`src/rtl/core/uqgm_pkg.sv`:
```
// Shared constants, types and the gamma table generator for the quad merge block.
package uqgm_pkg;

    localparam int GAMMA_FRACTION_BITS_DEF = 16;
    localparam int QUEUE_DEPTH = 4;

    localparam int PIXEL_W = 24;
    localparam int CHAN_W = 8;
    localparam int NUM_CHAN = 3;
    localparam int NUM_PIX = 4;
    localparam int LIMIT_W = 9;
    localparam int LEVEL_W = 2;
    localparam int CFG_IDX_W = 2;

    localparam logic [PIXEL_W-1:0] SPECIAL_RED = 24'hFC0000;
    localparam logic [PIXEL_W-1:0] SPECIAL_BLUE = 24'h0034DC;

    localparam logic [LIMIT_W-1:0] RST_RED_LIMIT = 9'd20;
    localparam logic [LIMIT_W-1:0] RST_GREEN_LIMIT = 9'd12;
    localparam logic [LIMIT_W-1:0] RST_BLUE_LIMIT = 9'd50;

    // Pass levels up to this value accept a single pairing diagonal.
    localparam logic [LEVEL_W-1:0] LOOSE_MAX_LEVEL = 2'd1;

    // Channel order inside the block: red is the most significant byte.
    localparam int CH_RED = 0;
    localparam int CH_GREEN = 1;
    localparam int CH_BLUE = 2;

    typedef enum logic [CFG_IDX_W-1:0] {
        CFG_RED_LIMIT = 2'd0,
        CFG_GREEN_LIMIT = 2'd1,
        CFG_BLUE_LIMIT = 2'd2
    } t_cfg_reg;

    // Gamma table entry: (level/255)^2.2 rounded to nearest with frac_bits fraction bits.
    // Finds the largest T with T == 0 or (2T-1)^5 * 255^11 <= 2^(5F+5) * level^11.
    // Evaluated only while the design elaborates.
    function automatic logic [31:0] gamma_entry(input int frac_bits, input int level);
        logic [255:0] rhs;
        logic [255:0] lhs;
        logic [255:0] base;
        logic [31:0] lo;
        logic [31:0] cand;
        logic [31:0] top;
        rhs = 256'd1;
        for (int i = 0; i < 11; i++) begin
            rhs = rhs * 256'(level);
        end
        rhs = rhs << (5 * frac_bits + 5);
        top = 32'd1 << frac_bits;
        lo = '0;
        for (int b = frac_bits; b >= 0; b--) begin
            cand = lo | (32'd1 << b);
            if (cand <= top) begin
                base = 256'((cand << 1) - 32'd1);
                lhs = 256'd1;
                for (int i = 0; i < 5; i++) begin
                    lhs = lhs * base;
                end
                for (int i = 0; i < 11; i++) begin
                    lhs = lhs * 256'd255;
                end
                if (lhs <= rhs) begin
                    lo = cand;
                end
            end
        end
        return lo;
    endfunction

endpackage

```
`src/rtl/core/uqgm_queue.sv`:
```
// Short first-in first-out queue that decouples the front end from the back end.
module uqgm_queue #(
    parameter int WIDTH = 1,
    parameter int DEPTH = uqgm_pkg::QUEUE_DEPTH
) (
    input  logic             i_clk,
    input  logic             i_rst_n,
    input  logic             i_push,
    input  logic [WIDTH-1:0] i_push_data,
    output logic             o_full,
    input  logic             i_pop,
    output logic             o_empty,
    output logic [WIDTH-1:0] o_pop_data
);

    localparam int PtrW = (DEPTH > 1) ? $clog2(DEPTH) : 1;
    localparam int CntW = $clog2(DEPTH + 1);

    logic [WIDTH-1:0] r_mem [DEPTH];
    logic [PtrW-1:0]  r_wr_ptr;
    logic [PtrW-1:0]  r_rd_ptr;
    logic [CntW-1:0]  r_count;
    logic [PtrW-1:0]  n_wr_ptr;
    logic [PtrW-1:0]  n_rd_ptr;
    logic [CntW-1:0]  n_count;

    assign o_full = (r_count == CntW'(DEPTH));
    assign o_empty = (r_count == '0);
    assign o_pop_data = r_mem[r_rd_ptr];

    always_comb begin
        n_wr_ptr = r_wr_ptr;
        n_rd_ptr = r_rd_ptr;
        if (i_push) begin
            n_wr_ptr = (r_wr_ptr == PtrW'(DEPTH - 1)) ? '0 : r_wr_ptr + PtrW'(1);
        end
        if (i_pop) begin
            n_rd_ptr = (r_rd_ptr == PtrW'(DEPTH - 1)) ? '0 : r_rd_ptr + PtrW'(1);
        end
        n_count = r_count + CntW'(i_push) - CntW'(i_pop);
    end

    always_ff @(posedge i_clk) begin
        if (!i_rst_n) begin
            r_wr_ptr <= '0;
            r_rd_ptr <= '0;
            r_count <= '0;
        end else begin
            r_wr_ptr <= n_wr_ptr;
            r_rd_ptr <= n_rd_ptr;
            r_count <= n_count;
        end
    end

    always_ff @(posedge i_clk) begin
        if (i_push) begin
            r_mem[r_wr_ptr] <= i_push_data;
        end
    end

    a_count_bound: assert property (@(posedge i_clk) disable iff (!i_rst_n)
        r_count <= CntW'(DEPTH))
        else $error("queue count beyond depth");

    a_no_overflow: assert property (@(posedge i_clk) disable iff (!i_rst_n)
        !(i_push && o_full))
        else $error("push into a full queue");

    a_no_underflow: assert property (@(posedge i_clk) disable iff (!i_rst_n)
        !(i_pop && o_empty))
        else $error("pop from an empty queue");

endmodule

```
`config.mk`:
```
export PLATFORM = sky130hd
export DESIGN_NAME = uqgm_queue
export DESIGN_NICKNAME = d
export VERILOG_FILES = /design/src/rtl/core/uqgm_pkg.sv /design/src/rtl/core/uqgm_queue.sv
export SDC_FILE = /design/constraint.sdc
export NUM_CORES = 1
export LEC_CHECK = 0
export ABC_CLOCK_PERIOD_IN_PS = 3300
export BUFFER_PORTS_ARGS = -buffer_cell sky130_fd_sc_hd__buf_2
export CORE_AREA = 2 2 39 41
export CTS_CLUSTER_SIZE = 28
export DETAILED_ROUTE_END_ITERATION = 10
export DIE_AREA = 0 0 41 43
export GPL_TIMING_DRIVEN = 1
export PLACE_DENSITY = 0.72
export REMOVE_ABC_BUFFERS = 1
export SYNTH_ARGS = -nofsm -noshare
export SYNTH_HDL_FRONTEND = slang
export SYNTH_SLANG_ARGS = --single-unit
```
`constraint.sdc`:
```
create_clock -name i_clk -period 3.3 [get_ports i_clk]
set_input_delay 0.825 -clock i_clk [delete_from_list [all_inputs] [get_ports i_clk]]
set_output_delay 0.825 -clock i_clk [all_outputs]
set_load 0.01 [all_outputs]
```
# Word-level counts from Yosys, hierarchy flattened
# Memory sizes are Yosys's and may differ from the RTL's. A register that Yosys moved wholly into a read port is not among the register bits.
# Index checks and enable logic that the tools add are counted.
[word_totals]
reg_bits = 7
ram_bits = 4
in_bits = 5
output_inout_bits = 3
elab_cells = 18
n_memories = 1
[mem_list]
columns = ["name", "words", "width", "read_ports", "rd_clocked_by_memory_dff", "write_ports", "line_no", "source"]
rows = [
  ["r_mem", 4, 1, 1, 1, 1, "uqgm_queue.sv:19", "logic [WIDTH-1:0] r_mem [DEPTH];"],
]
[classes]
add_sub_neg = 4
eq_ne = 3
muxes = 6
n_reduce_logical = 1
[op_table]
columns = ["operator", "count"]
rows = [
  ["$mux 2", 4],
  ["$add 2x1->2 const B", 2],
  ["$eq 2x2->1 const B", 2],
  ["$add 3x1->3", 1],
  ["$eq 3x3->1 const B", 1],
  ["$logic_not 3->1", 1],
  ["$sub 3x1->3", 1],
  ["$mux 1", 2],
]

# Longest topological paths before layout
# Gate-level depths: netlist (run 1).
[depth]
ltp_word = 4
depth_mapped = 7
depth_no_buf = 7

# Worst setup path before layout (run 1)
# No wires, ideal clock.
[synth_timing]
path_kind = "input-to-reg"
start = "input i_pop"
end = "register r_count[2]"
setup_time_ns = 0.117
arrival_ns = 2.029
t_required_ns = 3.183
slack_ns = 1.154
path_stages = 6
n_path_buf = 0
path_cell_list = "ha_1 -> inv_1 -> ha_1 -> fa_1 -> xor3_1 -> nor2_1"
[synth_via]
elab_chain_len = 1
[synth_lines]
columns = ["element", "line_no", "source"]
rows = [
  ["from (decl)", "uqgm_queue.sv:11", "input logic i_pop,"],
  ["$sub 3x1->3", "uqgm_queue.sv:40", "n_count = r_count + CntW'(i_push) - CntW'(i_pop);"],
  ["to (signal assigned)", "uqgm_queue.sv:51", "r_count <= n_count;"],
  ["to (decl)", "uqgm_queue.sv:22", "logic [CntW-1:0] r_count;"],
]
# No other way between the ends.
# A chain may end at the register's enable or synchronous reset.

# Final worst setup path (run 1)
# Ends and elaborated chain as after synthesis.

==> impl_metrics.tcl, run 1 <==
set metrics [dict create \
    status "complete, no violations" \
    cts_buffers 3 \
    totalWireLength_um 744 \
    cts_resized 0 \
    worstPathRequired_ns 3.46 \
    hold_viol_final 0 \
    core_mm2 0.001384 \
    die-area_mm2 0.001763 \
    dr_wl_met3_um 18 \
    dr.pass1.iters 2 \
    slew_violations 0 \
    fin_crit_sh 0.6295 \
    yosys_warnings 0 \
    cts.sink_count 13 \
    met1_length_um 313 \
    yosysMostFrequentCell "dfxtp_1" \
    ant_nets 0 \
    max_freq_ghz 0.4814 \
    clk_path_buf_depth 2 \
    ys_seq_area_frac 0.4969 \
    portBuffers 7 \
    period_minus_slack_ns 2.077 \
    postCtsSetupRepairBufs 0 \
    clockRootBuffer "clkbuf_4" \
    tightest_slew_ns 0.1784 \
    pwr-share-clk 0.247 \
    cp.arrival_ns 2.24 \
    wl_per_cell_um 9.789 \
    clk_latency_ns 0.27 \
    maxCapViolCount 0 \
    p_total_uw 376.1 \
    final_area_um2 685.7 \
    grt_max_degree 9 \
    drc 0 \
    hp-class "register to register" \
    fp.dieW_um 41 \
    grt_pass1_vias 332 \
    relSlewSlack 0.8809 \
    netlist_instances 49 \
    synth_flop_cell "dfxtp_1" \
    synth_edf_count 4 \
    cellPowerDensity_mw_per_mm2 548.5 \
    path_max_fanout 4 \
    async_flop_share 0 \
    p_leak_nw 0.3151 \
    dp.cells 72 \
    ys_types 16 \
    cp-start-kind "input port" \
    fp-row-count 14 \
    top_layer_used "met4" \
    ys_top_cells_by_area "dfxtp_1, edfxtp_1, ha_1" \
    antenna_cells 0 \
    place_area_um2 659.4 \
    clk_pin_slew_ns 0.07 \
    p_seq_frac 0.520 \
    power.switching_uw 95.57 \
    ys_ff_latch 13 \
    antenna_found_initial 0 \
    cts_hold_buf 0 \
    gp_congestion 0.6625 \
    area_growth_pct 13.46 \
    pin_count 8 \
    critPathCaptureType "register" \
    syn_area_um2 604.3 \
    htreeDepth 1 \
    crit_type "input port to register" \
    tns_ns 0 \
    pwr-share-comb 0.234 \
    cell_internal_pwr_uw 280.5 \
    final_util 0.4955 \
    overflow 0 \
    route.met2.wl_um 404 \
    instances_no_fill 76 \
    yosys.area.top_type "dfxtp_1" \
    grt_pass1_wl_mm 1.262 \
    cts_tree "done" \
    peakVddDrop_mv 0.2562 \
    synth_common_cells "dfxtp_1, ha_1, inv_1" \
    synth.avg_cell_area_um2 12.33 \
    yosysTopAreaCellShare 0.2981 \
    setup_viol 0 \
    vias 344 \
    hpwl_um 606.8 \
    start_util 0.4367 \
    drive_gt1_frac 0.2000 \
    dr.first_iter.drc_count 7 \
    rsz0062_at_grt "false" \
    skew_ns 0.002868 \
    track_usage 0.1114 \
    viasPerCell 4.526 \
    p_sw_frac 0.2541 \
    die_height_um 43 \
    nets 74 \
]
power groups by stage:
stage	Clock, mW	Combinational (mW)	Sequential, mW
2_1_floorplan	0	0.0646	0.196
3_3_place_gp	0	0.0855	0.199
3_5_place_dp	0	0.0899	0.199
4_1_cts	0.0976	0.0905	0.196
5_1_grt	0.107	0.102	0.198
6_report	0.0928	0.0878	0.195
worst max-delay path: stages:
cell,delay [ns]
buf_2,0.12
ha_1,0.27
inv_1,0.04
ha_1,0.18
fa_1,0.37
xor3_1,0.39
nor2_1,0.04
layout by cell type, fill, tap and decap left out:
cell type | Yosys | routed
dfxtp_1 | 9 | 9
inv_1 | 7 | 7
ha_1 | 7 | 7
buf_2 | 0 | 7
and2_1 | 6 | 6
edfxtp_1 | 4 | 4
nor2_1 | 3 | 3
clkbuf_4 | 0 | 3
or3b_1 | 2 | 2
nand2b_1 | 2 | 2
mux2i_1 | 2 | 2
mux4_2 | 1 | 1
nor3_1 | 1 | 1
and3_1 | 1 | 1
a21oi_1 | 1 | 1
xor3_1 | 1 | 1
a21oi_2 | 1 | 1
fa_1 | 1 | 1
clkbuf_1 | 0 | 1
cells by family after synthesis:
group,count (synthesis),share of synthesized area
compound gates,2,0.02277
fa+ha+maj,8,0.1780
simple gates,15,0.1491
xor+xnor,1,0.03933
mux,3,0.07039
flops,13,0.4969
buf+inv,7,0.04349
metal layers:
layer | global-route usage | vias up
met3 | 0.04712 | 2
met4 | 0.08000 | 0
met1 | 0.1159 | 152
li1 | - | 184
met2 | 0.1688 | 6
met5 | 0 | -
stage by stage:
stage               hold WS, ns  setup WS (ns)
floorplan                0.4765          1.154
detailed placement       0.5111         0.9354
finish                   0.5144          1.223
global placement         0.5072         0.9849
CTS                      0.5226          1.209
global route             0.5699          1.152
area by class of cell:
class	count	area, um^2
Tap cell	16	20.02
Inverter	7	26.28
Clock buffer	4	26.28
Fill cell	129	698.2
Multi-Input combinational cell	29	277.8
Sequential cell	13	300.3
Timing Repair Buffer	7	35.03
worst paths after layout:
check	start	end	slack, ns	cells past startpoint
setup / recovery	i_pop	r_count[2]	1.22	7
hold / removal	r_rd_ptr[0]	r_rd_ptr[0]	0.51	2
setup reg to reg	r_count[0]	r_count[2]	1.53	7
hold reg to reg	r_rd_ptr[0]	r_rd_ptr[0]	0.51	2
No activity file was read; power rests on OpenSTA's default activity.
==> run 2, diff against run 1 <==
--- a/config.mk
+++ b/config.mk
@@ -5,14 +5,14 @@
 export SDC_FILE = /design/constraint.sdc
 export NUM_CORES = 1
 export LEC_CHECK = 0
-export ABC_CLOCK_PERIOD_IN_PS = 3300
+export ABC_CLOCK_PERIOD_IN_PS = 1800
 export BUFFER_PORTS_ARGS = -buffer_cell sky130_fd_sc_hd__buf_2
 export CORE_AREA = 2 2 39 41
 export CTS_CLUSTER_SIZE = 28
 export DETAILED_ROUTE_END_ITERATION = 10
 export DIE_AREA = 0 0 41 43
 export GPL_TIMING_DRIVEN = 1
-export PLACE_DENSITY = 0.72
+export PLACE_DENSITY = 0.75
 export REMOVE_ABC_BUFFERS = 1
 export SYNTH_ARGS = -nofsm -noshare
 export SYNTH_HDL_FRONTEND = slang
==> constraint.sdc (replaced) <==
create_clock -name i_clk -period 1.8 [get_ports i_clk]
set_input_delay 0.45 -clock i_clk [delete_from_list [all_inputs] [get_ports i_clk]]
set_output_delay 0.45 -clock i_clk [all_outputs]
set_load 0.01 [all_outputs]
==> impl_metrics.tcl, run 2 (synthesized netlist as in run 1, its figures left out) <==
set metrics [dict create \
    start_util 0.4367 \
    pwr-share-clk 0.253 \
    portBuffers 7 \
    cp.arrival_ns 1.27 \
    cts.sink_count 13 \
    track_usage 0.1209 \
    grt_pass1_wl_mm 1.400 \
    pin_count 8 \
    max_freq_ghz 0.5817 \
    overflow 0 \
    p_leak_nw 0.3288 \
    area_growth_pct 16.36 \
    clk_pin_slew_ns 0.09 \
    worstPathRequired_ns 1.35 \
    dp.cells 74 \
    p_sw_frac 0.2680 \
    pre_cts_ws_ns -0.1703 \
    crit_type "register to primary output" \
    totalWireLength_um 830 \
    slew_violations 0 \
    fp-row-count 14 \
    r2r_end "r_count[2]" \
    rr_startpoint "r_count[0]" \
    die-area_mm2 0.001763 \
    viasPerCell 4.603 \
    layout_commonest_cell "dfxtp_1" \
    path_max_fanout 1 \
    p_seq_frac 0.508 \
    cell_internal_pwr_uw 517.0 \
    setup_viol 0 \
    clk_path_buf_depth 2 \
    clockRootBuffer "clkbuf_4" \
    antenna_cells 0 \
    drc 0 \
    postCtsSetupRepairBufs 0 \
    maxCapViolCount 0 \
    drive_gt1_frac 0.2581 \
    cp-start-kind "register" \
    hold_viol_final 0 \
    antenna_found_initial 0 \
    grt_max_degree 9 \
    relSlewSlack 0.8706 \
    nets 76 \
    power.switching_uw 189.2 \
    dr.first_iter.drc_count 2 \
    dr.pass1.iters 2 \
    setup_slack_ns 0.08086 \
    wl_per_cell_um 10.64 \
    hold_end "r_mem[3]" \
    rsz0062_at_grt "false" \
    skew_ns 0.007672 \
    fillers 132 \
    gp_congestion 0.6876 \
    hp-class "input port to register" \
    cts_buffers 3 \
    core_mm2 0.001384 \
    grt_pass1_vias 372 \
    hpwl_um 677.5 \
    critPathCaptureType "primary output" \
    vias 359 \
    die_height_um 43 \
    min_from "i_push_data" \
    cts_tree "done" \
    seqCellArea_um2 301.5 \
    multi_input_area_um2 277.8 \
    peakVddDrop_mv 0.3976 \
    clk_latency_ns 0.27 \
    pwr-share-comb 0.239 \
    cellPowerDensity_mw_per_mm2 1004 \
    ant_nets 0 \
    instances_no_fill 78 \
    mostFrequentLayoutCells "dfxtp_1, inv_1, ha_1, buf_2, and2_1" \
    fin_crit_sh 0.9551 \
    tightest_slew_ns 0.1938 \
    rrSetupSlack_ns 0.19 \
    fp.dieW_um 41 \
    htreeDepth 1 \
    status "complete, no violations" \
    period_minus_slack_ns 1.719 \
    hold_depth 1 \
    reg2reg_depth 7 \
]
-- run 2: changes by cell type in the layout (fill, tap and decap cells not counted) --
cell,before,now
buf_4,0,2
clkbuf_1,1,0
clkinv_2,0,1
dfxtp_1,9,8
dfxtp_2,0,1
-- run 2: critical path, stage by stage, from the launching register on --
cell	delay (ns)
dfxtp_1	0.35
mux4_2	0.49
buf_2	0.15
-- run 2: cell type report --
cell class / instances / area share
Clock inverter: 1 / 0.007117
Sequential cell: 13 / 0.4288
Inverter: 7 / 0.03737
Tap cell: 16 / 0.02847
Clock buffer: 3 / 0.03203
Timing Repair Buffer: 9 / 0.07117
Multi-Input combinational cell: 29 / 0.3950
-- run 2: how the worst max path moves through the flow --
| stage | cells past startpoint | slack (ns) | endpoint | startpoint |
|---|---|---|---|---|
| finish | 2 | 0.08 | o_pop_data | register |
| global route | 2 | 0.01 | o_pop_data | register |
| CTS | 7 | 0.02 | r_count[2] | r_count[0] |
| detailed placement | 7 | -0.17 | r_count[2] | i_pop |
| global placement | 7 | -0.12 | r_count[2] | i_pop |
| floorplan | 6 | 0.03 | r_count[2] | i_pop |
-- run 2: metal layers --
metal,GRT usage,share of wire,vias up
li1,-,-,189
met1,0.1304,0.41,167
met2,0.1938,0.55,3
met3,0.03141,0.034,0
met4,0.08000,0,0
met5,0,0,-
-- run 2: per-stage QoR --
stage | power (mW) | utilization | area (um^2) | hold WS, ns | setup TNS, ns
after floorplan | 0.4782 | - | 604.3 | 0.4765 | 0
after global placement | 0.5232 | 0.4873 | 674.4 | 0.4961 | -0.1243
after detailed placement | 0.5344 | 0.4873 | 674.4 | 0.5059 | -0.1703
after CTS | 0.7109 | 0.5081 | 703.2 | 0.3911 | 0
after global routing | 0.7542 | 0.5081 | 703.2 | 0.3912 | 0
final | 0.7062 | 0.5081 | 703.2 | 0.3957 | 0
-- run 2: repair_timing --
| item | CTS | global route |
|---|---|---|
| pin swaps | 0 | 1 |
| gates resized for setup | 1 | 0 |
| setup endpoints to repair | 1 | 1 |
| hold buffers | 0 | 0 |
-- run 2: power groups by stage --
stage | sequential (mW) | clock, mW | combinational, mW
floorplan | 0.360 | 0 | 0.118
global placement | 0.363 | 0 | 0.160
detailed placement | 0.366 | 0 | 0.168
CTS | 0.360 | 0.182 | 0.169
global route | 0.363 | 0.195 | 0.196
finish | 0.358 | 0.179 | 0.169
